==> config.mk <==
export PLATFORM = sky130hd
export DESIGN_NAME = utf8_codepoint_decoder
export DESIGN_NICKNAME = d
export VERILOG_FILES = /design/src/hw/rtl/utf8d_pkg.sv /design/src/hw/rtl/utf8d_step.sv /design/src/hw/rtl/utf8_codepoint_decoder.sv
export SDC_FILE = /design/constraint.sdc
export NUM_CORES = 1
export LEC_CHECK = 0
export ABC_CLOCK_PERIOD_IN_PS = 3200
export BUFFER_PORTS_ARGS = -buffer_cell sky130_fd_sc_hd__buf_2
export CORE_MARGIN = 1.5
export CORE_UTILIZATION = 23
export CTS_CLUSTER_SIZE = 40
export DETAILED_ROUTE_END_ITERATION = 12
export PLACE_DENSITY = 0.47
export SLEW_MARGIN = 10
export SYNTH_ARGS = -nofsm -noshare
export SYNTH_HDL_FRONTEND = slang
export SYNTH_SLANG_ARGS = --single-unit
==> constraint.sdc <==
create_clock -name clk -period 3.2 [get_ports clk]
set_input_delay 0.48 -clock clk [delete_from_list [all_inputs] [get_ports clk]]
set_output_delay 0.48 -clock clk [all_outputs]
set_load 0.01 [all_outputs]
==> src/hw/rtl/utf8d_pkg.sv <==
`timescale 1ns / 1ps
`default_nettype none
// ============================================================================
// utf8d_pkg
// Shared types and constants for the streaming UTF-8 code point decoder.
// ============================================================================
package utf8d_pkg;

  localparam int unsigned CpW   = 21;
  localparam int unsigned LeftW = 2;

  // Result status codes
  localparam logic [1:0] ST_VALID      = 2'd0;
  localparam logic [1:0] ST_BAD_LEAD   = 2'd1;
  localparam logic [1:0] ST_BEYOND_BMP = 2'd2;

  localparam logic [CpW-1:0] BMP_MAX = 21'h00FFFF;

  // Input request: one text byte with its end-of-string flag
  typedef struct packed {
    logic [7:0] text_byte;
    logic       end_of_text;
  } text_req_t;

  // Result request: decoded code point and status
  typedef struct packed {
    logic [CpW-1:0] code_point;
    logic [1:0]     status;
  } glyph_req_t;

  // Decoder state carried between bytes
  typedef struct packed {
    logic [LeftW-1:0] bytes_left;
    logic [CpW-1:0]   accumulator;
  } dec_state_t;

  // Outcome of one decode step
  typedef struct packed {
    logic       emit;
    glyph_req_t glyph;
  } step_res_t;

endpackage
`default_nettype wire

==> src/hw/rtl/utf8d_step.sv <==
`timescale 1ns / 1ps
`default_nettype none
// ============================================================================
// utf8d_step
// Combinational decode of one byte against the current decoder state.
// ============================================================================
module utf8d_step (
  input  utf8d_pkg::text_req_t  text,
  input  utf8d_pkg::dec_state_t state,
  output utf8d_pkg::dec_state_t state_next,
  output utf8d_pkg::step_res_t  res
);

  logic [7:0]                       b;
  logic                             last;
  logic [utf8d_pkg::CpW-1:0]        acc_m;
  logic [utf8d_pkg::LeftW-1:0]      left_m;
  logic                             flush;

  assign b    = text.text_byte;
  assign last = text.end_of_text;

  always_comb begin
    acc_m  = state.accumulator;
    left_m = state.bytes_left;
    flush  = 1'b0;
    res.emit  = 1'b0;
    res.glyph = '0;

    if (state.bytes_left != '0) begin
      // Continuation position: always consumed, merged only if 10xxxxxx
      if (b[7:6] == 2'b10) begin
        acc_m = {state.accumulator[utf8d_pkg::CpW-7:0], b[5:0]};
      end
      left_m = state.bytes_left - 2'd1;
      flush  = (left_m == '0) || last;
    end else begin
      unique case (b) inside
        8'b0???????: begin
          acc_m  = {13'd0, b};
          left_m = 2'd0;
          flush  = 1'b1;
        end
        8'b110?????: begin
          acc_m  = {16'd0, b[4:0]};
          left_m = 2'd1;
          flush  = last;
        end
        8'b1110????: begin
          acc_m  = {17'd0, b[3:0]};
          left_m = 2'd2;
          flush  = last;
        end
        8'b11110???: begin
          acc_m  = {18'd0, b[2:0]};
          left_m = 2'd3;
          flush  = last;
        end
        default: begin
          // Bad lead byte: report and stay idle
          acc_m  = '0;
          left_m = '0;
          res.emit  = 1'b1;
          res.glyph.code_point = '0;
          res.glyph.status     = utf8d_pkg::ST_BAD_LEAD;
        end
      endcase
    end

    if (flush) begin
      res.emit = 1'b1;
      res.glyph.code_point = acc_m;
      res.glyph.status = (acc_m > utf8d_pkg::BMP_MAX) ? utf8d_pkg::ST_BEYOND_BMP
                                                      : utf8d_pkg::ST_VALID;
      state_next = '0;
    end else begin
      state_next.bytes_left  = left_m;
      state_next.accumulator = acc_m;
    end
  end

endmodule
`default_nettype wire

==> src/hw/rtl/utf8_codepoint_decoder.sv <==
`timescale 1ns / 1ps
`default_nettype none
// ============================================================================
// utf8_codepoint_decoder
// Lenient streaming UTF-8 decoder: one byte in, zero or one code point out.
// ============================================================================
//
//  channel | handshake                | payload                    | per request
//  --------+--------------------------+----------------------------+-------------
//  text    | text_valid / text_stall  | text_byte, end_of_text     | one byte
//  glyph   | glyph_valid / glyph_stall| code_point, status         | 0 or 1 result
//
//  One byte per cycle sustained unless the result is stalled. A byte is held in
//  the input register, decoded by the step logic and, if it ends a character or
//  is a bad lead byte, loaded into the result register, which drives glyph_valid.
//  Synchronous active-high rst clears both valid flags and the decode state.
//  While the result register is stalled, the input register still takes one
//  more byte; further bytes are stalled until the result is taken.
//
module utf8_codepoint_decoder (
  input  wire                   clk,
  input  wire                   rst,
  input  wire                   text_valid,
  output logic                  text_stall,
  input  utf8d_pkg::text_req_t  text,
  output logic                  glyph_valid,
  input  wire                   glyph_stall,
  output utf8d_pkg::glyph_req_t glyph
);

  // Input register
  logic                  in_valid_q;
  utf8d_pkg::text_req_t  in_q;

  // Decode state
  utf8d_pkg::dec_state_t state;
  utf8d_pkg::dec_state_t state_next;
  utf8d_pkg::step_res_t  res;

  logic out_free;
  logic fire;
  logic take;

  // Result register can load when empty or being drained this cycle
  assign out_free   = !glyph_valid || !glyph_stall;
  // Decode the held byte only when its result (if any) has somewhere to go
  assign fire       = in_valid_q && out_free;
  // Hold the input register while its byte cannot advance
  assign text_stall = in_valid_q && !fire;
  assign take       = text_valid && !text_stall;

  utf8d_step u_step (
    .text       (in_q),
    .state      (state),
    .state_next (state_next),
    .res        (res)
  );

  always_ff @(posedge clk) begin
    if (rst) begin
      in_valid_q <= 1'b0;
    end else if (take) begin
      in_valid_q <= 1'b1;
    end else if (fire) begin
      in_valid_q <= 1'b0;
    end
  end

  always_ff @(posedge clk) begin
    if (take) begin
      in_q <= text;
    end
  end

  // Advance the decode state once per decoded byte
  always_ff @(posedge clk) begin
    if (rst) begin
      state <= '0;
    end else if (fire) begin
      state <= state_next;
    end
  end

  // Result register: load on emitting bytes, drop once taken
  always_ff @(posedge clk) begin
    if (rst) begin
      glyph_valid <= 1'b0;
    end else if (fire && res.emit) begin
      glyph_valid <= 1'b1;
    end else if (!glyph_stall) begin
      glyph_valid <= 1'b0;
    end
  end

  always_ff @(posedge clk) begin
    if (fire && res.emit) begin
      glyph <= res.glyph;
    end
  end

  // --------------------------------------------------------------------------
  // Assertions
  // --------------------------------------------------------------------------
  a_bad_lead_zero: assert property (@(posedge clk) disable iff (rst)
    glyph_valid && (glyph.status == utf8d_pkg::ST_BAD_LEAD) |-> glyph.code_point == '0)
    else $error("bad lead result carries a non-zero code point");

  a_beyond_bmp: assert property (@(posedge clk) disable iff (rst)
    glyph_valid && (glyph.status == utf8d_pkg::ST_BEYOND_BMP)
      |-> glyph.code_point > utf8d_pkg::BMP_MAX)
    else $error("beyond-BMP status on a BMP code point");

  a_empty_no_stall: assert property (@(posedge clk) disable iff (rst)
    !in_valid_q |-> !text_stall)
    else $error("input stalled with empty input register");

  a_drain: assert property (@(posedge clk) disable iff (rst)
    glyph_valid && !glyph_stall && !(fire && res.emit) |=> !glyph_valid)
    else $error("taken result not dropped");

  a_hold_result: assert property (@(posedge clk) disable iff (rst)
    glyph_valid && glyph_stall |=> glyph_valid && $stable(glyph))
    else $error("stalled result changed");

endmodule
`default_nettype wire
==> results.md <==
* Critical path required time at 3.28 ns
* Clock-pin slew reported for the worst setup and hold paths after clock tree synthesis at 0.07 ns
* Netlist area before placement at 2480 sq um
* Clock tree sinks at 57
* Fraction of layout cells with a size suffix above 1 at 0.244
* Total negative slack at 0 ns
* TritonCTS clock tree: done
* CP arrival at 2.00 ns
* Number of warnings issued by yosys at 0
* Final estimated routing congestion in global placement at 0.720
* Die footprint at 11400 sq um
* Total non-filler cell area in the finished layout at 2920 sq um
* Synthesized instance count at 226
* GRT Overall Usage at 0.107
* Fin crit period at 1.92 ns
* Post-layout utilization of the core at 0.281
* Number of I/O port buffers at 37
* Hold-fix buffers, CTS at 0
* Biggest fanout along the worst timing path at 19
* Number of optimization iterations in the first detailed-route pass at 4
* Cts bufs inserted at 9
* Hold slack at 0.317 ns
* Sequential area share after synthesis at 0.589
* Number of hold-slack violations in the final timing report at 0
* Type of the tightest min-delay check: input port to register
* Setup repair after global routing missed its margin: no
* CORE AREA at 10400 sq um
* Clock latency on the worst-skew pair at 0.33 ns
* Worst setup path category: register to register
* Per-cell routed wire length at 13.7 um
* Switch Pwr at 0.000383 W
* Total nets after synthesis at 239
* DP Area at 2750 sq um
* Total power per unit cell area at 512 nW/um^2
* Register bit total from synthesis at 57
* CTS Buffer Depth at 2
* Sw frac at 0.256
* Standby leakage power at 1.01 nW
* Final setup violation count at 0
* Max cap viols at 0
* Max Clock Freq at 521 MHz
* Core Rows at 37
* Final Slew Violations at 0
* Clock network fraction of design power at 0.386
* Maximum number of pins on one net before global-route repair at 31
* Initial core utilization at 0.239
* Wire length of the first global-routing pass at 9260 um
* CTS H-tree lvls at 3
* Worst reg-to-reg setup slack at 1.28 ns
* Number of antenna violations at the first check in global routing at 0
* Top cell type by total area after synthesis: sky130_fd_sc_hd__edfxtp_1
* Chip Height at 107 um
* Netlist cell types at 43
* Maximum VDD drop at 0.270 mV
* Startpoint types: register
* Cell internal pwr at 0.00111 W
* Combinational Power Share at 0.069
* Drt drc at 0
* Skew final at 0.0147 ns
* Layout Nets at 274
* Most used flip-flop cell after synthesis: sky130_fd_sc_hd__edfxtp_1
* Final cycle utilization of the critical path at 0.600
* Post-DRT Antenna Nets at 0
* Number of gates given a new drive strength after cts at 0
* Relative slew slack at 0.501
* Power share of the sequential group at 0.545
* Overflow left after global routing at 0
* P&R area growth vs syn at 17.7%
* Boundary Pins at 38
* Vias after detailed routing at 1834
* Top cells by instance count after synthesis: sky130_fd_sc_hd__nand2_1 (39), sky130_fd_sc_hd__edfxtp_1 (32), sky130_fd_sc_hd__dfxtp_1 (25)
* Biggest area contributors in the synthesized netlist: sky130_fd_sc_hd__edfxtp_1 (39%), sky130_fd_sc_hd__dfxtp_1 (20%), sky130_fd_sc_hd__nand2_1 (5.9%)
* Mean instance size in the synthesized netlist at 11.0 sq um
* Number of global-route vias before repair at 1764
* Async set-or-reset flop fraction in the synthesized netlist at 0
* Kind of end point of the critical path: register
* Initial drt markers at 163
* EDFF count, synth at 32
* Actual transition at the worst max-transition pin at 0.747 ns
* Area share of the leading cell type in the synthesized netlist at 0.387
* Detailed placer's ending HPWL at 3760 um
* Most instantiated library cell after synthesis: sky130_fd_sc_hd__nand2_1
* Fill cell instance count of the final layout at 1132
* Avg Vias per Cell at 4.56
* Result of the run: finished clean
* Root Driver: sky130_fd_sc_hd__clkbuf_8
* Post-CTS Setup Inserts at 0
* Detailed-route wire length at 5520 um
* Number of diodes at 0
* Overall die width at 107 um
## worst paths after layout
| kind | endpoint | cells past startpoint | start |
|---|---|---|---|
| max | glyph[7]$_SDFFCE_PP0P_ | 4 | in_q[8]$_DFFE_PP_ |
| min | in_q[0]$_DFFE_PP_ | 1 | text[0] |
| max reg2reg | glyph[7]$_SDFFCE_PP0P_ | 4 | in_q[8]$_DFFE_PP_ |
| min reg2reg | state[15]$_SDFFE_PP0P_ | 2 | state[15]$_SDFFE_PP0P_ |
## layout by cell type, fill, tap and decap left out, drive strengths merged, types with 4 or more instances in the layout
cell    synthesis  routed
a22oi          14      14
o21ai           4       4
nand3b          4       4
buf            10      38
clkbuf          4       9
nand2          39      39
dfxtp          25      25
nor2b           4       4
edfxtp         32      32
o41ai           6       6
a21oi          20      20
inv             3       4
nor2           23      23
nor3            4       4
## critical path, stage by stage (launching register included)
cell,delay [ns]
sky130_fd_sc_hd__edfxtp_1,0.53
sky130_fd_sc_hd__nor2b_4,0.55
sky130_fd_sc_hd__mux2i_1,0.25
sky130_fd_sc_hd__a2bb2oi_1,0.27
sky130_fd_sc_hd__nor2_1,0.06
## area by class of cell
| type | count | area, sq um | area share |
|---|---|---|---|
| clock inverter | 7 | 45.0 | 0.0154 |
| inverter | 3 | 11.3 | 0.00386 |
| sequential | 57 | 1460 | 0.501 |
| clock buffer | 9 | 124 | 0.0425 |
| multi-input combinational | 152 | 913 | 0.313 |
| tap | 136 | 170 | 0.0583 |
| timing repair buffer | 38 | 193 | 0.0660 |
## logic make-up after synthesis
| logic type | share of synthesized area |
|---|---|
| mux | 0.0121 |
| compound gates | 0.190 |
| buf+inv | 0.0434 |
| simple gates | 0.165 |
| flops | 0.589 |
## metrics by stage
stage	power, W	setup slack [ns]	std cells
3_3_place_gp	0.000934	1.33	386
4_1_cts	0.00152	1.27	402
3_5_place_dp	0.000935	1.28	386
5_1_grt	0.00156	1.14	402
6_report	0.00149	1.28	402
2_1_floorplan	0.000899	0.848	226
## flip-flops by register name, summed over array words and instances, names as in the netlist
signal / flops
state: 23
glyph_valid: 1
in_valid_q: 1
in_q: 9
glyph: 23
## power by group through the flow
stage               Combinational [W]  Sequential, W  Clock (W)
global route                 0.000115       0.000817   0.000628
floorplan                   0.0000687       0.000831          0
finish                       0.000103       0.000814   0.000576
detailed placement           0.000105       0.000830          0
global placement             0.000104       0.000830          0
CTS                          0.000105       0.000814   0.000600
## per-layer routing
layer | routed length, um | global-route usage | up-vias
met4 | 55 | 0.0343 | 0
met2 | 2390 | 0.155 | 54
li1 | - | - | 906
met1 | 2800 | 0.149 | 872
met5 | 0 | 0 | -
met3 | 281 | 0.0340 | 2
No activity file was read; power rests on OpenSTA's default activity.
